File: config.mk
export PLATFORM = sky130hd
export DESIGN_NAME = fixed_partition_fit_allocator_unit_flat
export DESIGN_NICKNAME = d
export VERILOG_FILES = /design/src/rtl/core/fpfa_pkg.sv /design/src/rtl/core/fpfa_ifaces.sv /design/src/rtl/core/fpfa_table.sv /design/src/rtl/core/fpfa_scan.sv /design/src/rtl/core/fixed_partition_fit_allocator_unit.sv /design/src/flat_wrapper.sv
export SDC_FILE = /design/constraint.sdc
export NUM_CORES = 1
export LEC_CHECK = 0
export BUFFER_PORTS_ARGS = -buffer_cell sky130_fd_sc_hd__buf_2
export CORE_MARGIN = 3
export CORE_UTILIZATION = 35
export CTS_BUF_LIST = sky130_fd_sc_hd__clkbuf_16
export CTS_CLUSTER_DIAMETER = 80
export DETAILED_ROUTE_END_ITERATION = 10
export GPL_TIMING_DRIVEN = 0
export MAX_ROUTING_LAYER = met4
export PLACE_DENSITY_LB_ADDON = 0.15
export SLEW_MARGIN = 10
export SYNTH_ARGS = -nofsm -noshare
export SYNTH_HDL_FRONTEND = slang
export SYNTH_SLANG_ARGS = --single-unit
File: constraint.sdc
create_clock -name clock -period 5.34 [get_ports clock]
set_clock_uncertainty 0.15 [all_clocks]
set_input_delay 0 -clock clock [delete_from_list [all_inputs] [get_ports clock]]
set_output_delay 0 -clock clock [all_outputs]
set_load 0.05 [all_outputs]
File: src/rtl/core/fpfa_pkg.sv
package fpfa_pkg;

   // Field widths of the request and response transactions
   localparam int OPCODE_W   = 2;
   localparam int PINDEX_W   = 5;
   localparam int PSIZE_W    = 16;
   localparam int REQSIZE_W  = 16;
   localparam int STATUS_W   = 2;
   localparam int FRAGMENT_W = 16;
   localparam int REQNUM_W   = 16;

   // Configuration port
   localparam int CSR_INDEX_W = 4;
   localparam int CSR_DATA_W  = 6;
   localparam int POLICY_W    = 2;
   localparam int COUNT_W     = 6;

   localparam logic [CSR_INDEX_W-1:0] CSR_FIT_POLICY      = 4'd0;
   localparam logic [CSR_INDEX_W-1:0] CSR_PARTITION_COUNT = 4'd1;

   // Defaults for the top-level parameters
   localparam int DEFAULT_PARTITIONS = 32;
   localparam int DEFAULT_SIZE_BITS  = 16;

   // Opcodes
   localparam logic [OPCODE_W-1:0] OP_LOAD  = 2'd0;
   localparam logic [OPCODE_W-1:0] OP_ALLOC = 2'd1;
   localparam logic [OPCODE_W-1:0] OP_CLEAR = 2'd2;

   // Response status codes
   localparam logic [STATUS_W-1:0] ST_GRANTED = 2'd0;
   localparam logic [STATUS_W-1:0] ST_NONE    = 2'd1;
   localparam logic [STATUS_W-1:0] ST_ACK     = 2'd2;

   // Fit policies; the unused code behaves as first fit
   localparam logic [POLICY_W-1:0] POLICY_FIRST = 2'd0;
   localparam logic [POLICY_W-1:0] POLICY_BEST  = 2'd1;
   localparam logic [POLICY_W-1:0] POLICY_WORST = 2'd2;

   // Control strobes into the partition table
   typedef struct packed {
      logic load_en;
      logic clear_all;
      logic mark_en;
      logic rd_en;
   } table_ctl_type;

   // Outcome of one allocation scan
   typedef struct packed {
      logic                  found;
      logic [FRAGMENT_W-1:0] fragment;
   } scan_result_type;

endpackage

File: src/rtl/core/fpfa_ifaces.sv
interface fpfa_req_if;
   import fpfa_pkg::*;

   logic                 valid;
   logic                 ready;
   logic [OPCODE_W-1:0]  opcode;
   logic [PINDEX_W-1:0]  partition_index;
   logic [PSIZE_W-1:0]   partition_size;
   logic [REQSIZE_W-1:0] request_size;

   modport source (
      output valid, opcode, partition_index, partition_size, request_size,
      input  ready
   );
   modport sink (
      input  valid, opcode, partition_index, partition_size, request_size,
      output ready
   );
endinterface

interface fpfa_rsp_if;
   import fpfa_pkg::*;

   logic                  valid;
   logic                  ready;
   logic [STATUS_W-1:0]   status;
   logic [PINDEX_W-1:0]   granted_index;
   logic [FRAGMENT_W-1:0] fragment;
   logic [REQNUM_W-1:0]   request_number;

   modport source (
      output valid, status, granted_index, fragment, request_number,
      input  ready
   );
   modport sink (
      input  valid, status, granted_index, fragment, request_number,
      output ready
   );
endinterface

File: src/rtl/core/fpfa_table.sv
module fpfa_table #(
   parameter int PARTITIONS = fpfa_pkg::DEFAULT_PARTITIONS,
   parameter int SIZE_BITS  = fpfa_pkg::DEFAULT_SIZE_BITS,
   localparam int IDX_W     = (PARTITIONS > 1) ? $clog2(PARTITIONS) : 1
) (
   input  logic                    clock,
   input  logic                    reset,
   input  fpfa_pkg::table_ctl_type ctl,
   input  logic [IDX_W-1:0]        wr_addr,
   input  logic [SIZE_BITS-1:0]    wr_size,
   input  logic [IDX_W-1:0]        mark_addr,
   input  logic [IDX_W-1:0]        rd_addr,
   output logic [SIZE_BITS-1:0]    rd_size,
   output logic                    rd_busy
);
   import fpfa_pkg::*;

   logic [SIZE_BITS-1:0]  size_mem [PARTITIONS];
   logic [PARTITIONS-1:0] busy_ff;
   logic [PARTITIONS-1:0] busy_in;
   logic [SIZE_BITS-1:0]  rd_size_ff;
   logic                  rd_busy_ff;

   always_ff @(posedge clock) begin
      if (ctl.load_en) begin
         size_mem[wr_addr] <= wr_size;
      end
      if (ctl.rd_en) begin
         rd_size_ff <= size_mem[rd_addr];
         rd_busy_ff <= busy_ff[rd_addr];
      end
   end

   always_comb begin
      busy_in = busy_ff;
      if (ctl.clear_all) begin
         busy_in = '0;
      end else begin
         if (ctl.load_en) begin
            busy_in[wr_addr] = 1'b0;
         end
         if (ctl.mark_en) begin
            busy_in[mark_addr] = 1'b1;
         end
      end
   end

   always_ff @(posedge clock) begin
      if (reset) begin
         busy_ff <= '0;
      end else begin
         busy_ff <= busy_in;
      end
   end

   assign rd_size = rd_size_ff;
   assign rd_busy = rd_busy_ff;

endmodule

File: src/rtl/core/fpfa_scan.sv
module fpfa_scan #(
   parameter int PARTITIONS = fpfa_pkg::DEFAULT_PARTITIONS,
   parameter int SIZE_BITS  = fpfa_pkg::DEFAULT_SIZE_BITS,
   localparam int IDX_W     = (PARTITIONS > 1) ? $clog2(PARTITIONS) : 1,
   localparam int CNT_W     = $clog2(PARTITIONS + 1)
) (
   input  logic                              clock,
   input  logic                              reset,
   input  logic                              start,
   input  logic [fpfa_pkg::REQSIZE_W-1:0]    request_size,
   input  logic [fpfa_pkg::POLICY_W-1:0]     policy,
   input  logic [CNT_W-1:0]                  active_count,
   output logic                              rd_en,
   output logic [IDX_W-1:0]                  rd_addr,
   input  logic [SIZE_BITS-1:0]              rd_size,
   input  logic                              rd_busy,
   output logic                              mark_en,
   output logic [IDX_W-1:0]                  mark_addr,
   output logic                              busy,
   output logic                              done,
   input  logic                              take,
   output fpfa_pkg::scan_result_type         result,
   output logic [IDX_W-1:0]                  pick
);
   import fpfa_pkg::*;

   localparam int CMP_W = (SIZE_BITS > REQSIZE_W) ? SIZE_BITS : REQSIZE_W;

   typedef enum logic [3:0] {
      S_IDLE  = 4'b0001,
      S_SCAN  = 4'b0010,
      S_WRITE = 4'b0100,
      S_DONE  = 4'b1000
   } scan_state_type;

   scan_state_type        state_ff, state_in;
   logic [CNT_W-1:0]      issue_ff, issue_in;
   logic [CNT_W-1:0]      count_ff, count_in;
   logic                  cmp_valid_ff, cmp_valid_in;
   logic [IDX_W-1:0]      cmp_idx_ff;
   logic                  found_ff, found_in;
   logic [IDX_W-1:0]      pick_ff, pick_in;
   logic [CMP_W-1:0]      best_ff, best_in;
   logic [REQSIZE_W-1:0]  req_ff;
   logic [FRAGMENT_W-1:0] frag_ff, frag_in;
   logic [CMP_W-1:0]      size_ext, req_ext;
   logic                  fits, better;

   assign size_ext = CMP_W'(rd_size);
   assign req_ext  = CMP_W'(req_ff);
   assign fits     = !rd_busy && (size_ext >= req_ext);
   // First fit keeps the first hit; best and worst fit replace on a strict win only
   assign better   = !found_ff
                     || ((policy == POLICY_BEST)  && (size_ext < best_ff))
                     || ((policy == POLICY_WORST) && (size_ext > best_ff));

   always_comb begin
      state_in     = state_ff;
      issue_in     = issue_ff;
      count_in     = count_ff;
      cmp_valid_in = 1'b0;
      found_in     = found_ff;
      pick_in      = pick_ff;
      best_in      = best_ff;
      frag_in      = frag_ff;
      rd_en        = 1'b0;
      mark_en      = 1'b0;
      case (state_ff)
         S_IDLE: begin
            if (start) begin
               state_in = S_SCAN;
               issue_in = '0;
               count_in = active_count;
               found_in = 1'b0;
            end
         end
         S_SCAN: begin
            if (issue_ff < count_ff) begin
               rd_en        = 1'b1;
               cmp_valid_in = 1'b1;
               issue_in     = issue_ff + CNT_W'(1);
            end else if (!cmp_valid_ff) begin
               state_in = S_WRITE;
            end
            if (cmp_valid_ff && fits && better) begin
               found_in = 1'b1;
               pick_in  = cmp_idx_ff;
               best_in  = size_ext;
            end
         end
         S_WRITE: begin
            mark_en  = found_ff;
            frag_in  = found_ff ? FRAGMENT_W'(best_ff - req_ext) : '0;
            state_in = S_DONE;
         end
         S_DONE: begin
            if (take) begin
               state_in = S_IDLE;
            end
         end
         default: begin
            state_in = S_IDLE;
         end
      endcase
   end

   always_ff @(posedge clock) begin
      if (reset) begin
         state_ff     <= S_IDLE;
         cmp_valid_ff <= 1'b0;
         found_ff     <= 1'b0;
         issue_ff     <= '0;
         count_ff     <= '0;
      end else begin
         state_ff     <= state_in;
         cmp_valid_ff <= cmp_valid_in;
         found_ff     <= found_in;
         issue_ff     <= issue_in;
         count_ff     <= count_in;
      end
   end

   always_ff @(posedge clock) begin
      cmp_idx_ff <= rd_addr;
      pick_ff    <= pick_in;
      best_ff    <= best_in;
      frag_ff    <= frag_in;
      if (start && (state_ff == S_IDLE)) begin
         req_ff <= request_size;
      end
   end

   assign rd_addr         = issue_ff[IDX_W-1:0];
   assign mark_addr       = pick_ff;
   assign busy            = (state_ff != S_IDLE);
   assign done            = (state_ff == S_DONE);
   assign result.found    = found_ff;
   assign result.fragment = frag_ff;
   assign pick            = pick_ff;

endmodule

File: src/rtl/core/fixed_partition_fit_allocator_unit.sv
// Channel   Port         Dir  Payload
// request   req_channel  in   opcode, partition_index, partition_size, request_size
// response  rsp_channel  out  status, granted_index, fragment, request_number
// config    csr_*        in   csr_index, csr_write_data (write only)
//
// Load, clear and unknown opcodes present their response in the cycle after acceptance.
// An allocate scans the active partitions through the table's single read
// port, one entry a cycle, then marks the winner and loads the outcome into
// the response register once that register is free.
// Synchronous reset frees every partition and zeroes the request counter and configuration registers.
// A response held by rsp_channel.ready blocks the next request; nothing is dropped.
module fixed_partition_fit_allocator_unit #(
   parameter int PARTITIONS = fpfa_pkg::DEFAULT_PARTITIONS,
   parameter int SIZE_BITS  = fpfa_pkg::DEFAULT_SIZE_BITS
) (
   input  logic                             clock,
   input  logic                             reset,
   fpfa_req_if.sink                         req_channel,
   fpfa_rsp_if.source                       rsp_channel,
   input  logic                             csr_write_enable,
   input  logic [fpfa_pkg::CSR_INDEX_W-1:0] csr_index,
   input  logic [fpfa_pkg::CSR_DATA_W-1:0]  csr_write_data
);
   import fpfa_pkg::*;

   localparam int IDX_W = (PARTITIONS > 1) ? $clog2(PARTITIONS) : 1;
   localparam int CNT_W = $clog2(PARTITIONS + 1);

   logic [POLICY_W-1:0]   policy_ff;
   logic [COUNT_W-1:0]    count_ff;
   logic [REQNUM_W-1:0]   reqnum_ff, reqnum_in;

   logic                  rsp_valid_ff, rsp_valid_in;
   logic [STATUS_W-1:0]   rsp_status_ff, rsp_status_in;
   logic [PINDEX_W-1:0]   rsp_index_ff, rsp_index_in;
   logic [FRAGMENT_W-1:0] rsp_frag_ff, rsp_frag_in;
   logic [REQNUM_W-1:0]   rsp_num_ff, rsp_num_in;

   logic                  accept, slot_free, load_hit, rsp_load;
   logic                  scan_start, scan_busy, scan_done, scan_take;
   logic                  scan_rd_en, scan_mark_en;
   logic [IDX_W-1:0]      scan_rd_addr, scan_mark_addr, scan_pick;
   logic [CNT_W-1:0]      active_count;
   scan_result_type       scan_result;
   table_ctl_type         tbl_ctl;
   logic [SIZE_BITS-1:0]  tbl_rd_size;
   logic                  tbl_rd_busy;

   assign slot_free         = !rsp_valid_ff || rsp_channel.ready;
   assign req_channel.ready = !scan_busy && slot_free;
   assign accept            = req_channel.valid && req_channel.ready;

   assign load_hit   = accept && (req_channel.opcode == OP_LOAD)
                       && (32'(req_channel.partition_index) < 32'(PARTITIONS));
   assign scan_start = accept && (req_channel.opcode == OP_ALLOC);
   assign scan_take  = scan_done && slot_free;

   assign active_count = (32'(count_ff) > 32'(PARTITIONS)) ? CNT_W'(PARTITIONS)
                                                            : CNT_W'(count_ff);

   // Configuration registers
   always_ff @(posedge clock) begin
      if (reset) begin
         policy_ff <= POLICY_FIRST;
         count_ff  <= '0;
      end else if (csr_write_enable) begin
         if (csr_index == CSR_FIT_POLICY) begin
            policy_ff <= csr_write_data[POLICY_W-1:0];
         end else if (csr_index == CSR_PARTITION_COUNT) begin
            count_ff <= csr_write_data[COUNT_W-1:0];
         end
      end
   end

   always_comb begin
      reqnum_in = reqnum_ff;
      if (accept && (req_channel.opcode == OP_CLEAR)) begin
         reqnum_in = '0;
      end else if (scan_start) begin
         reqnum_in = reqnum_ff + REQNUM_W'(1);
      end
   end

   always_comb begin
      tbl_ctl.load_en   = load_hit;
      tbl_ctl.clear_all = accept && (req_channel.opcode == OP_CLEAR);
      tbl_ctl.mark_en   = scan_mark_en;
      tbl_ctl.rd_en     = scan_rd_en;
   end

   // Response register: direct ack for non-allocate transactions, scan outcome otherwise
   always_comb begin
      rsp_load      = 1'b0;
      rsp_status_in = ST_ACK;
      rsp_index_in  = '0;
      rsp_frag_in   = '0;
      rsp_num_in    = '0;
      if (scan_take) begin
         rsp_load      = 1'b1;
         rsp_status_in = scan_result.found ? ST_GRANTED : ST_NONE;
         rsp_index_in  = scan_result.found ? PINDEX_W'(scan_pick) : '0;
         rsp_frag_in   = scan_result.fragment;
         rsp_num_in    = reqnum_ff;
      end else if (accept && !scan_start) begin
         rsp_load = 1'b1;
      end
      if (rsp_load) begin
         rsp_valid_in = 1'b1;
      end else if (rsp_channel.ready) begin
         rsp_valid_in = 1'b0;
      end else begin
         rsp_valid_in = rsp_valid_ff;
      end
   end

   always_ff @(posedge clock) begin
      if (reset) begin
         rsp_valid_ff <= 1'b0;
         reqnum_ff    <= '0;
      end else begin
         rsp_valid_ff <= rsp_valid_in;
         reqnum_ff    <= reqnum_in;
      end
   end

   always_ff @(posedge clock) begin
      if (rsp_load) begin
         rsp_status_ff <= rsp_status_in;
         rsp_index_ff  <= rsp_index_in;
         rsp_frag_ff   <= rsp_frag_in;
         rsp_num_ff    <= rsp_num_in;
      end
   end

   assign rsp_channel.valid          = rsp_valid_ff;
   assign rsp_channel.status         = rsp_status_ff;
   assign rsp_channel.granted_index  = rsp_index_ff;
   assign rsp_channel.fragment       = rsp_frag_ff;
   assign rsp_channel.request_number = rsp_num_ff;

   fpfa_table #(
      .PARTITIONS (PARTITIONS),
      .SIZE_BITS  (SIZE_BITS)
   ) u_table (
      .clock     (clock),
      .reset     (reset),
      .ctl       (tbl_ctl),
      .wr_addr   (IDX_W'(req_channel.partition_index)),
      .wr_size   (SIZE_BITS'(req_channel.partition_size)),
      .mark_addr (scan_mark_addr),
      .rd_addr   (scan_rd_addr),
      .rd_size   (tbl_rd_size),
      .rd_busy   (tbl_rd_busy)
   );

   fpfa_scan #(
      .PARTITIONS (PARTITIONS),
      .SIZE_BITS  (SIZE_BITS)
   ) u_scan (
      .clock        (clock),
      .reset        (reset),
      .start        (scan_start),
      .request_size (req_channel.request_size),
      .policy       (policy_ff),
      .active_count (active_count),
      .rd_en        (scan_rd_en),
      .rd_addr      (scan_rd_addr),
      .rd_size      (tbl_rd_size),
      .rd_busy      (tbl_rd_busy),
      .mark_en      (scan_mark_en),
      .mark_addr    (scan_mark_addr),
      .busy         (scan_busy),
      .done         (scan_done),
      .take         (scan_take),
      .result       (scan_result),
      .pick         (scan_pick)
   );

endmodule

File: src/flat_wrapper.sv
// flat-port wrapper written by rule: the top's interface ports become plain ports
module fixed_partition_fit_allocator_unit_flat import fpfa_pkg::*;
#(
   parameter int PARTITIONS = fpfa_pkg::DEFAULT_PARTITIONS,
   parameter int SIZE_BITS  = fpfa_pkg::DEFAULT_SIZE_BITS
)
  (clock, reset, csr_write_enable, csr_index, csr_write_data, req_channel_valid, req_channel_opcode, req_channel_partition_index, req_channel_partition_size, req_channel_request_size, req_channel_ready, rsp_channel_valid, rsp_channel_status, rsp_channel_granted_index, rsp_channel_fragment, rsp_channel_request_number, rsp_channel_ready);
  fpfa_req_if req_channel_i ();
  fpfa_rsp_if rsp_channel_i ();
  input  logic clock;
  input  logic reset;
  input  logic csr_write_enable;
  input  logic [fpfa_pkg::CSR_INDEX_W-1:0] csr_index;
  input  logic [fpfa_pkg::CSR_DATA_W-1:0] csr_write_data;
  input wire logic [$bits(req_channel_i.valid)-1:0] req_channel_valid;
  input wire logic [$bits(req_channel_i.opcode)-1:0] req_channel_opcode;
  input wire logic [$bits(req_channel_i.partition_index)-1:0] req_channel_partition_index;
  input wire logic [$bits(req_channel_i.partition_size)-1:0] req_channel_partition_size;
  input wire logic [$bits(req_channel_i.request_size)-1:0] req_channel_request_size;
  output wire logic [$bits(req_channel_i.ready)-1:0] req_channel_ready;
  output wire logic [$bits(rsp_channel_i.valid)-1:0] rsp_channel_valid;
  output wire logic [$bits(rsp_channel_i.status)-1:0] rsp_channel_status;
  output wire logic [$bits(rsp_channel_i.granted_index)-1:0] rsp_channel_granted_index;
  output wire logic [$bits(rsp_channel_i.fragment)-1:0] rsp_channel_fragment;
  output wire logic [$bits(rsp_channel_i.request_number)-1:0] rsp_channel_request_number;
  input wire logic [$bits(rsp_channel_i.ready)-1:0] rsp_channel_ready;
  assign req_channel_i.valid = req_channel_valid;
  assign req_channel_i.opcode = req_channel_opcode;
  assign req_channel_i.partition_index = req_channel_partition_index;
  assign req_channel_i.partition_size = req_channel_partition_size;
  assign req_channel_i.request_size = req_channel_request_size;
  assign req_channel_ready = req_channel_i.ready;
  assign rsp_channel_valid = rsp_channel_i.valid;
  assign rsp_channel_status = rsp_channel_i.status;
  assign rsp_channel_granted_index = rsp_channel_i.granted_index;
  assign rsp_channel_fragment = rsp_channel_i.fragment;
  assign rsp_channel_request_number = rsp_channel_i.request_number;
  assign rsp_channel_i.ready = rsp_channel_ready;
  fixed_partition_fit_allocator_unit #(.PARTITIONS(PARTITIONS), .SIZE_BITS(SIZE_BITS)) u_core (.clock(clock), .reset(reset), .req_channel(req_channel_i), .rsp_channel(rsp_channel_i), .csr_write_enable(csr_write_enable), .csr_index(csr_index), .csr_write_data(csr_write_data));
endmodule
* After elaboration in Yosys (flattened, before gate mapping)
Memory sizes are Yosys's and may differ from the RTL's. A register that Yosys moved wholly into a read port is not among the register bits. Cells that the tools add are included. Widths: inputs -> output; s select.
Cells by class: $mul 0, reductions and logical operators 36, bitwise operators 4, mux-type cells 31, eq/ne operators 16, magnitude comparators 10, shift operators 0, divide/modulo/power cells 0, $add $sub $neg 3
Operators with widths (number):
- $mux 32 | 3
- $and 32x32->32 | 1
- $not 32->32 | 1
- $or 32x32->32 | 1
- $lt 5x6->1 const B | 3
- $mux 6 | 3
- $add 16x1->16 const B | 1
- $ge 16x16->1 | 1
- $gt 16x16->1 | 1
- $lt 16x16->1 | 1
- $mux 4 | 4
- $pmux 4 s4 | 1
- $sub 16x16->16 | 1
- $logic_and 1x1->1 | 15
- $mux 1 | 15
- $pmux 6 s2 | 1
- $demux 1 s5 | 2
- $ge 5x1->1 const B | 2
- $ne 2x2->1 const B | 5
- $reduce_and 3->1 | 3
- $eq 4x1->1 const B | 2
- $reduce_and 2->1 | 4
- $add 6x1->6 const B | 1
- $gt 6x6->1 const B | 1
- 18 further kinds | 27
Word-level totals: register bits after elaboration 173, memory bits (writable) 512, logic and storage cells 121, memories 1, output and inout port bits 41, memory bits (read-only) 0, input port bits 54, bits in latches 0
Memories:
- u_core.u_table.size_mem | depth 32, width 16, rd ports 1, clocked after Yosys merged registers in 1, write ports 1, RTL line fpfa_table.sv:18 | logic [SIZE_BITS-1:0] size_mem [PARTITIONS];

* Longest topological paths before layout
Gate-level depths: netlist of the first run.
word-level depth 10, gate-level depth with buffers 10, mapped depth without buffers 10

* Cells and area by module
Synthesis of the first run repeated with hierarchy kept, for this count alone.
Second synthesis, totals: cells, all modules 1962, area, all modules 29184.2 um^2
Modules (own cells, without submodules):
- fpfa_table | cells an instance 1336, instances 1, area each 22175.0 um^2, seq. area each 16525.8 um^2
- fpfa_scan | cells an instance 406, instances 1, area each 4336.7 um^2, seq. area each 2052.0 um^2
- fixed_partition_fit_allocator_unit | cells an instance 220, instances 1, area each 2672.6 um^2, seq. area each 1671.6 um^2

* Worst setup path after synthesis of the first run
OpenSTA, ideal clock, no wires.
path kind register -> register, start reg u_core.u_table.rd_size_ff[9], in the netlist u_core.u_table.rd_size[9] (read register of u_core.u_table.size_mem), end reg u_core.u_scan.best_ff[0] (enable), stages on the path, launching flop included 9, data arrival time 3075 ps, path buffers 0, setup slack 1704 ps, data required time 4778 ps, cell sequence edfxtp_1 > ha_1 > a211oi_1 > o21bai_1 > a21oi_1 > o21ai_0 > a31oi_1 > or4b_2 > a41oi_1
On the way: word-level cells in the longest chain between the ends 6, elaborated cells between the ends (all ways) 11
Ends and longest elaborated chain:
- from (decl) | RTL line fpfa_table.sv:21 | logic [SIZE_BITS-1:0] rd_size_ff;
- $lt 16x16->1 | RTL line fpfa_scan.sv:54 | || ((policy == POLICY_BEST) && (size_ext < best_ff))
- $logic_and 1x1->1 | RTL line fpfa_scan.sv:54
- $logic_or 1x1->1 | RTL line fpfa_scan.sv:54
- $logic_or 1x1->1 | RTL line fpfa_scan.sv:55 | || ((policy == POLICY_WORST) && (size_ext > best_ff));
- $logic_and 1x1->1 (*) | RTL line fpfa_scan.sv:85 | if (cmp_valid_ff && fits && better) begin
- $reduce_and 2->1 (no line) (*)
- to (signal assigned) | RTL line fpfa_scan.sv:126 | best_ff <= best_in;
- to (decl) | RTL line fpfa_scan.sv:43 | logic [CMP_W-1:0] best_ff, best_in;
Every way passes the cells marked *; elsewhere a longest branch is shown, timed or not. A chain may end at the register's enable or synchronous reset.

* Worst setup path in the final report of the first run
start reg u_core.u_scan.issue_ff[1], end reg u_core.u_table.rd_size_ff[2], in the netlist u_core.u_table.rd_size[2] (read register of u_core.u_table.size_mem) (data pin)
On the way: word-level cells in the longest chain between the ends 3
Ends and longest elaborated chain:
- from (decl) | RTL line fpfa_scan.sv:37 | logic [CNT_W-1:0] issue_ff, issue_in;
- from (signal assigned) | RTL line fpfa_scan.sv:118 | issue_ff <= issue_in;
- $lt 6x6->1 | RTL line fpfa_scan.sv:78 | if (issue_ff < count_ff) begin
- $mux 1 | RTL line fpfa_scan.sv:78
- $mux 1 | RTL line fpfa_scan.sv:68 | case (state_ff)
Several ways; a longest one is shown, not always the timed one.

==> metrics.txt, run 1 <==
status=complete, no violations; Startpoint Class=flip-flop; Final Max Slew Viols=0; Synth Warn #=0; pre-CTS setup slack=1.07 ns; Finished Core Util=42.6%; hold_ws=0.0336 ns; pin count of the biggest net entering global routing=33; final worst path period need=4.01 ns; Synth Net Count=1636; total die area=83400 um^2; Post-DP Area=30500 um^2; Pwr Density=347 nW/um^2; Worst Hold Class=in -> reg; crit path kind=reg -> reg; Max-slew headroom=26.3%; fraction of layout cells with a size suffix above 1=25.5%; Port Buf Inserts=94; Core Region=79100 um^2; actual transition at the worst max-transition pin=1.10 ns; Net count, final=1923; Die Wd=289 um; Worst EP required=5.56 ns; post-route setup TNS=0 ns; placed insts=2708; clk buf depth=3; VDD IR max=0.000195 V; Post-DRT Antenna Nets=0; commonest non-fill, non-tap cell in the layout=edfxtp_1; routed vias/inst=5.12; Yosys cell types=58; Final Hold Fails=0; first-pass GRT wire length=104000 um; Resize count post-CTS=0; DR vias=15016; I/O pin cnt=95; Placer Congestion=0.802; sequential element share of the synthesized area=72.3%; first-pass iteration count of the detailed router=5; GRT Overall Usage=17.7%; most frequent cells in the layout=edfxtp_1, mux4_2, buf_2; RSZ-0062 raised after global routing=no; FF+latch count, synth=701; total grt overflow=0; clock slew at reported path FFs=0.06 ns; Clk Tree Root Cell=clkbuf_16; final setup violation count=0; final worst path period share=75.1%; initial antenna violation count=2; worst-path fanout max=10; post-CTS setup buffer count=0; crit path DAT=4.23 ns; ys async rst share=0%; CTS Buf Count=77; Std-Cell Rows=103; # H-tree levels=3; worst skew pair latency=0.64 ns; cell area after layout=33700 um^2; crit path capture type=flip-flop; MaxCap Viol Count=0; Starting DRT DRC Count=1207; Sink Count=701; Setup WS post-layout=1.33 ns; synthesized area per cell=18.3 um^2; CTS tree=built; EDFF count, synth=621; Detailed Route WL=70800 um; Synth Flop Type=edfxtp_1; Mapped Area=28000 um^2; Max Fclk=249 MHz; drc violations=0; Detailed Place HPWL=48300 um; Initial Util=35.4%; PnR Total Power=11.7 mW; number of global-route vias before repair=15224; Routed wire per std cell=24.2 um; post-route insts no fill=2930; Area Growth Syn to Fin=20.3%; Post-Synthesis Cells=1527; Lkg Pwr=11.0 nW; Die Height=289 um
[final cells by class]
| type | instances | area, um^2 |
|---|---|---|
| diodes | 3 | 7.51 |
| plain buffers | 62 | 238 |
| clock buffers | 80 | 2000 |
| clock inverters | 62 | 458 |
| fillers | 7004 | 45400 |
| inverters | 45 | 169 |
| multi-input cells | 719 | 7460 |
| flip-flops and latches | 701 | 20200 |
| well taps | 1050 | 1310 |
| repair buffers | 208 | 1800 |
[Yosys cell counts (all sizes together), types with 8 or more instances]
| master | n | area share [%] |
|---|---|---|
| a21o | 8 | 0.21 |
| a21oi | 61 | 1.1 |
| and2 | 34 | 0.76 |
| and3 | 12 | 0.27 |
| buf | 19 | 0.26 |
| clkbuf | 43 | 0.58 |
| dfxtp | 80 | 5.7 |
| edfxtp | 621 | 67 |
| ha | 54 | 2.4 |
| inv | 44 | 0.59 |
| mux2 | 19 | 0.76 |
| mux2i | 8 | 0.29 |
| mux4 | 170 | 14 |
| nand2 | 69 | 0.92 |
| nand2b | 13 | 0.29 |
| nand3 | 11 | 0.20 |
| nand4 | 11 | 0.25 |
| nor2 | 96 | 1.3 |
| o21ai | 51 | 0.91 |
| xor2 | 19 | 0.59 |
[final timing paths]
check | endpoint | start | slack [ns] | depth (start not counted)
worst min-delay path | u_core.count_ff[3] | csr_write_data[3] | 0.03 | 4
worst max-delay path | u_core.u_table.rd_size[2] | u_core.u_scan.issue_ff[1] | 1.33 | 5
worst min register to register | u_core.u_scan.cmp_idx_ff[0] | u_core.u_scan.issue_ff[0] | 0.23 | 0
worst max register to register | u_core.u_table.rd_size[2] | u_core.u_scan.issue_ff[1] | 1.33 | 5
[critical path: stages (launching register included)]
cell and delay [ns]:
dfxtp_1 0.52, clkbuf_1 0.76, clkbuf_1 0.88, mux4_2 0.50
mux4_2 0.59, mux2_2 0.32
[per-layer routing]
metal,share of wire (%),GRT usage (%),vias up
met3,4.6,2.78,111
met5,0,-,-
met1,46,24.6,7822
li1,-,-,6662
met4,2.2,4.31,0
met2,47,27.6,421
[cell families (layout without fill, tap and decap cells)]
kind of cell | after synthesis | after routing | synth area share, %
flops | 701 | 701 | 72.3
other cells | 0 | 3 | 0
compound gates | 152 | 152 | 3.13
simple gates | 289 | 289 | 5.10
mux | 197 | 197 | 14.7
xor+xnor | 26 | 26 | 0.813
buf+inv | 107 | 457 | 1.45
fa+ha+maj | 55 | 55 | 2.48
[flip-flops by register name, indices dropped and copies added (netlist names)]
register and count:
u_core.u_table.size_mem 512, u_core.count_ff 6, u_core.u_scan.cmp_idx_ff 5, u_core.u_scan.best_ff 16
u_core.u_scan.issue_ff 6, u_core.rsp_channel.fragment 16, u_core.u_table.busy_ff 32, u_core.u_scan.found_ff 1
u_core.u_scan.mark_addr 5, u_core.u_scan.count_ff 6, u_core.u_table.rd_size 16, u_core.reqnum_ff 16
u_core.policy_ff 2, u_core.u_scan.state_ff 4, u_core.u_scan.frag_ff 16, u_core.u_scan.cmp_valid_ff 1
u_core.rsp_channel.valid 1, u_core.rsp_channel.status 2, u_core.rsp_channel.granted_index 5, u_core.rsp_channel.request_number 16
u_core.u_scan.req_ext 16, u_core.u_table.rd_busy 1
[what timing repair did]
action	4_1_cts	5_1_grt
hold endpoints to repair	591	0
hold buffers	76	0
endpoints found under the setup margin	0	0
[power breakdown]
group	internal [mW]	switching [mW]	total (mW)
registers	6.03	0.0225	6.05
logic	0.135	0.380	0.515
clock network	2.93	2.21	5.14
Note: power is estimated with default switching activity, not from simulation.
==> run 2, diff against run 1 <==
==> constraint.sdc (replaced) <==
create_clock -name clock -period 4 [get_ports clock]
set_clock_uncertainty 0.15 [all_clocks]
set_input_delay 0 -clock clock [delete_from_list [all_inputs] [get_ports clock]]
set_output_delay 0 -clock clock [all_outputs]
set_load 0.05 [all_outputs]
==> run 2 against run 1 <==
Net effect: core utilization about the same; critical path type unchanged; first-iteration DRC count rose by 0.75%; routed wire length fell by 0.17%.
==> metrics.txt, run 2 (synthesis results as in run 1) <==
I/O pin cnt=95 (unchanged); Detailed Place HPWL=48300 um (unchanged); hold path cells=4 (unchanged); crit path DAT=4.04 ns (-0.19 ns); Clk Tree Root Cell=clkbuf_16; Core Region=79100 um^2 (unchanged); Area Growth Syn to Fin=20.4%; Sink Count=701 (unchanged); fraction of layout cells with a size suffix above 1=26.0% (+0.44 points); routed vias/inst=5.09 (-0.64%); VDD IR max=0.000260 V (+33%); Placer Congestion=0.802 (unchanged); internal power=12.1 mW (+33%); clk buf depth=3 (unchanged); first-pass GRT wire length=104000 um (about the same); Die Wd=289 um (unchanged); final worst path period share=96.0% (+21 points); total die area=83400 um^2 (unchanged); Post-DRT Antenna Nets=0 (unchanged); Routed wire per std cell=24.1 um (-0.17%); Std-Cell Rows=103 (unchanged); clock slew at reported path FFs=0.06 ns (about the same); status=complete, no violations; most frequent cells in the layout=edfxtp_1, mux4_2, buf_2; Worst EP required=4.20 ns (-1.36 ns); Final Max Slew Viols=0 (unchanged); CTS tree=built; max reg flops=512 (unchanged); Detailed Route WL=70700 um (-0.17%); worst-path fanout max=10 (unchanged); final worst path period need=3.84 ns (-0.169 ns); crit path capture type=flip-flop; critical-path cell list=clkbuf_1 -> clkbuf_1 -> mux4_2 -> mux4_2 -> mux2_2; Psw=3.48 mW (+33%); Worst path max stage delay=0.82 ns (-0.06 ns); Startpoint Class=flip-flop; Gate power share=4.4% (about the same); Pwr Density=463 nW/um^2 (+33%); Die Height=289 um (unchanged); pin count of the biggest net entering global routing=33 (unchanged); final setup violation count=0 (unchanged); FILL cells=6999 (-0.071%); Lkg Pwr=11.0 nW (+0.19%); number of global-route vias before repair=15227 (+0.020%); Largest delay share family, worst path=buffers and inverters; pre-CTS setup slack=-0.270 ns (-1.34 ns); RSZ-0062 raised after global routing=no; Setup WS post-layout=0.159 ns (-1.17 ns); Final Hold Fails=0 (unchanged); Multi-input gate area=7460 um^2 (unchanged); sequential share of power=51.7% (about the same); CTS Buf Count=77 (unchanged); # H-tree levels=3 (unchanged); FF+latch area=20200 um^2 (unchanged); Port Buf Inserts=94 (unchanged); crit path kind=reg -> reg; CP bufs+invs=2 (unchanged); post-CTS setup buffer count=0 (unchanged); GRT Overall Usage=17.7% (about the same); CP max-delay cell=clkbuf_1; Clk pwr share=43.9% (about the same); initial antenna violation count=2 (unchanged); MaxCap Viol Count=0 (unchanged); cell count along the critical path=5 (unchanged); Initial Util=35.4% (unchanged); first-pass iteration count of the detailed router=5 (unchanged); worst skew pair latency=0.64 ns (about the same); Max-slew headroom=27.8% (+1.5 points); total grt overflow=0 (unchanged); commonest non-fill, non-tap cell in the layout=edfxtp_1; actual transition at the worst max-transition pin=1.08 ns (-0.0222 ns); most flop-heavy register=u_core.u_table.size_mem; Net count, final=1922 (-0.052%); Max Fclk=260 MHz (+4.4%); placed insts=2708 (unchanged); Top Registers=u_core.u_table.size_mem (512), u_core.u_table.busy_ff (32); Worst Hold Class=in -> reg; drc violations=0 (unchanged); R2R depth=5 (unchanged); Sw Share=22.3% (-0.031 points); Starting DRT DRC Count=1216 (+0.75%); DR vias=14920 (-0.64%); post-route insts no fill=2930 (unchanged)
[run 2: power groups by stage]
stage	Combinational, mW	Sequential, mW	Clock [mW]
finish	0.686	8.08	6.85
global placement	0.607	8.24	0
detailed placement	0.640	8.23	0
global route	0.741	8.08	7.33
floorplan	0.181	8.42	0
CTS	0.697	8.08	7.03
[run 2: final cells by class]
class                   instances  area share, %
flip-flops and latches        701           60.0
multi-input cells             719           22.1
clock buffers                  80           5.94
repair buffers                207           5.30
well taps                    1050           3.89
clock inverters                62           1.36
plain buffers                  62          0.831
inverters                      45          0.501
diodes                          4         0.0297
[run 2: path summary, 6_finish.rpt]
kind,slack [ns],endpoint,from
max,0.16,u_core.u_table.rd_size[15],u_core.u_scan.issue_ff[1]
min reg2reg,0.23,u_core.u_scan.cmp_idx_ff[0],u_core.u_scan.issue_ff[0]
max reg2reg,0.16,u_core.u_table.rd_size[15],u_core.u_scan.issue_ff[1]
min,0.03,u_core.count_ff[3],csr_write_data[3]
[run 2: repair_timing]
action,4_1_cts,5_1_grt
hold buffers,76,0
resized for setup,11,6
hold endpoints to repair,591,0
setup endpoints to repair,17,13
[run 2: through the flow]
step | total power [mW] | hold slack, ns | TNS, ns | util [%] | area [um^2]
2_1_floorplan | 8.60 | -0.0511 | 0 | - | 28000
3_3_place_gp | 8.84 | 0.0296 | -50.97 | 37.6 | 29800
3_5_place_dp | 8.87 | 0.0293 | -2.31 | 38.5 | 30500
4_1_cts | 15.8 | 0.00557 | 0 | 42.6 | 33700
5_1_grt | 16.2 | 0.0521 | 0 | 42.6 | 33700
6_report | 15.6 | 0.0318 | 0 | 42.6 | 33700
[run 2: metal layers]
layer,vias up,GRT usage (%),share of wire (%)
li1,6664,-,-
met1,7738,24.6,45
met2,407,27.6,47
met3,111,2.78,5.1
met4,0,4.31,2.2
met5,-,-,0
[run 2: worst min-delay path, stage by stage]
cell and delay, ns:
dlygate4sd3_1 0.52, buf_2 0.10, mux2i_1 0.06, nor2_1 0.08
==> run 3, diff against run 2 <==
--- a/config.mk
+++ b/config.mk
@@ -6,8 +6,7 @@
 export NUM_CORES = 1
 export LEC_CHECK = 0
 export BUFFER_PORTS_ARGS = -buffer_cell sky130_fd_sc_hd__buf_2
-export CORE_MARGIN = 3
-export CORE_UTILIZATION = 35
+export CORE_UTILIZATION = 66
 export CTS_BUF_LIST = sky130_fd_sc_hd__clkbuf_16
 export CTS_CLUSTER_DIAMETER = 80
 export DETAILED_ROUTE_END_ITERATION = 10
==> constraint.sdc (replaced) <==
create_clock -name clock -period 4.7 [get_ports clock]
set_clock_uncertainty 0.15 [all_clocks]
set_input_delay 0 -clock clock [delete_from_list [all_inputs] [get_ports clock]]
set_output_delay 0 -clock clock [all_outputs]
set_load 0.05 [all_outputs]
==> run 3 against run 2 <==
Net effect: largest power group unchanged; sequential power shrank 15%; setup slack gained 0.21 ns; die area shrank 48%; sequential share of layout area grew 1.9 points; clock-buffer cell count is 8 lower; routed wire length fell by 3.3%; critical path depth grew 1; via count up 6.0%; register-to-register slack improved by 0.21 ns; final cell count decreased by 18%; sequential cell count unchanged; fmax is 11% lower.
==> metrics.txt, run 3 (synthesis results as in run 1) <==
status=complete, no violations; clk buf depth=3 (unchanged); Worst EP required=4.89 ns (+0.69 ns); crit path DAT=4.52 ns (+0.48 ns); Detailed Place HPWL=42400 um (-12%); placed insts=2196 (-19%); R2R Setup Slk=0.37 ns (+0.21 ns); I/O pin cnt=95 (unchanged); initial antenna violation count=5 (+3); Area Growth Syn to Fin=16.7%; R2R depth=6 (+1); Resize count post-CTS=0 (-11); Initial Util=66.9% (+32 points); fraction of layout cells with a size suffix above 1=24.7% (-1.2 points); M3 GR Usage=7.17% (+4.4 points); Worst Hold Path EP=u_core.policy_ff[1]; Detailed Route WL=68400 um (-3.3%); max reg flops=512 (unchanged); final setup violation count=0 (unchanged); Max Fclk=231 MHz (-11%); Core Region=41900 um^2 (-47%); Final Hold Fails=0 (unchanged); first-pass iteration count of the detailed router=6 (+1); HP Start=csr_write_data[1]; most flop-heavy register=u_core.u_table.size_mem; Clk Tree Root Cell=clkbuf_16; Std-Cell Rows=75 (-27%); total grt overflow=0 (unchanged); hold path cells=4 (unchanged); Startpoint Class=flip-flop; Die Wd=208 um (-28%); Routed wire per std cell=28.6 um (+18%); Multi-input gate area=7450 um^2 (-0.15%); post-route setup TNS=0 ns (unchanged); Pwr Density=396 nW/um^2 (-14%); pin count of the biggest net entering global routing=33 (unchanged); worst skew pair latency=0.61 ns (-0.03 ns); crit path capture type=flip-flop; total die area=43300 um^2 (-48%); DR vias=15809 (+6.0%); number of global-route vias before repair=15887 (+4.3%); grt peak-use layer=met2; grt met2 use=52.8% (+25 points); clock slew at reported path FFs=0.06 ns (about the same); final worst path period share=92.1% (-3.9 points); final worst path period need=4.33 ns (+0.489 ns); Placer Congestion=0.899 (+12%); first-pass GRT wire length=101000 um (-2.7%); Worst Hold Class=in -> reg; Net count, final=1908 (-0.73%); Top Registers=u_core.u_table.size_mem (512), u_core.u_table.busy_ff (32); worst-path fanout max=10 (unchanged); Die Height=208 um (-28%); Starting DRT DRC Count=1816 (+49%); VDD IR max=0.000325 V (+25%); GR Layer Usage met1=43.1% (+19 points); FF+latch area=20200 um^2 (unchanged); FILL cells=2169 (-69%); # H-tree levels=3 (unchanged); Max-slew headroom=17.4% (-10 points); Setup WS post-layout=0.371 ns (+0.211 ns); drc violations=0 (unchanged); Final Max Slew Viols=0 (unchanged); Post-DRT Antenna Nets=0 (unchanged); GRT Overall Usage=33.6% (+16 points); post-route insts no fill=2394 (-18%); most frequent cells in the layout=edfxtp_1, mux4_2, buf_2; routed vias/inst=6.60 (+30%); Port Buf Inserts=94 (unchanged); crit path kind=reg -> reg; CTS Buf Count=70 (-9.1%); MaxCap Viol Count=0 (unchanged); actual transition at the worst max-transition pin=1.24 ns (+0.156 ns); Sink Count=701 (unchanged); CTS tree=built; FF-to-FF End=u_core.u_table.rd_size[4]; commonest non-fill, non-tap cell in the layout=edfxtp_1; RSZ-0062 raised after global routing=no; reg2reg start=u_core.u_scan.issue_ff[0]; Lkg Pwr=10.8 nW (-1.9%); pre-CTS setup slack=0.476 ns (+0.746 ns); hold_ws=0.0665 ns (+0.0347 ns)
run 3: changes by cell type in the layout (fill, tap and decap cells not counted), moves of 5 or more:
cell | before | now
clkinv_2 | 16 | 6
buf_1 | 8 | 17
clkbuf_16 | 80 | 72
buf_6 | 7 | 13
dlygate4sd3_1 | 76 | 70
clkdlybuf4s15_2 | 5 | 0
run 3: cell type report:
| class | instances | share of cell area (%) |
|---|---|---|
| Clock buffer | 72 | 5.51 |
| Sequential cell | 701 | 62.0 |
| Clock inverter | 52 | 1.33 |
| Tap cell | 539 | 2.06 |
| Multi-Input combinational cell | 719 | 22.8 |
| Antenna cell | 4 | 0.0306 |
| Timing Repair Buffer | 200 | 5.07 |
| Inverter | 45 | 0.517 |
| Buffer | 62 | 0.724 |
run 3: worst max path at each step:
stage	from	to	slack, ns
6_report	u_core.u_scan.issue_ff[0]	u_core.u_table.rd_size[4]	0.37
5_1_grt	u_core.u_scan.issue_ff[0]	u_core.u_table.rd_size[4]	0.32
4_1_cts	u_core.u_scan.issue_ff[0]	u_core.u_table.rd_size[4]	0.47
3_5_place_dp	u_core.u_scan.issue_ff[0]	u_core.u_table.rd_size[2]	0.48
3_3_place_gp	u_core.u_scan.state_ff[3]	u_core.u_table.busy_ff[27]	-0.07
2_1_floorplan	u_core.u_table.rd_size[9]	u_core.u_scan.best_ff[0]	1.06
run 3: worst max-delay path, cell delays in order, from the launching register on:
cell and delay, ns:
dfxtp_1 0.36, clkbuf_1 0.21, clkbuf_1 0.74, buf_1 0.97
mux4_2 0.69, mux4_2 0.60, mux2_2 0.33
run 3: per-stage QoR:
stage | power, mW | util, % | cell area, um^2
finish | 13.0 | 78.1 | 32700
global route | 13.2 | 78.1 | 32700
CTS | 13.0 | 78.1 | 32700
detailed placement | 7.54 | 71.0 | 29700
global placement | 7.50 | 69.7 | 29200
floorplan | 7.32 | - | 28000
run 3: power breakdown:
part           leakage [nW]  internal (mW)  switching (mW)
Combinational          3.44          0.152           0.435
Sequential             6.24           6.85          0.0272
Clock                  1.16           3.17            2.33
Total                  10.8           10.2            2.79
run 3: per-layer routing:
metal / part of all wire, % / up-vias
li1: - / 6629
met1: 37 / 7963
met2: 49 / 1040
met3: 10 / 177
met4: 4.2 / 0
met5: 0 / -
run 3: timing repair:
action | CTS | global route
setup buffers | 0 | 0
hold endpoints to repair | 581 | 0
hold buffers | 70 | 0
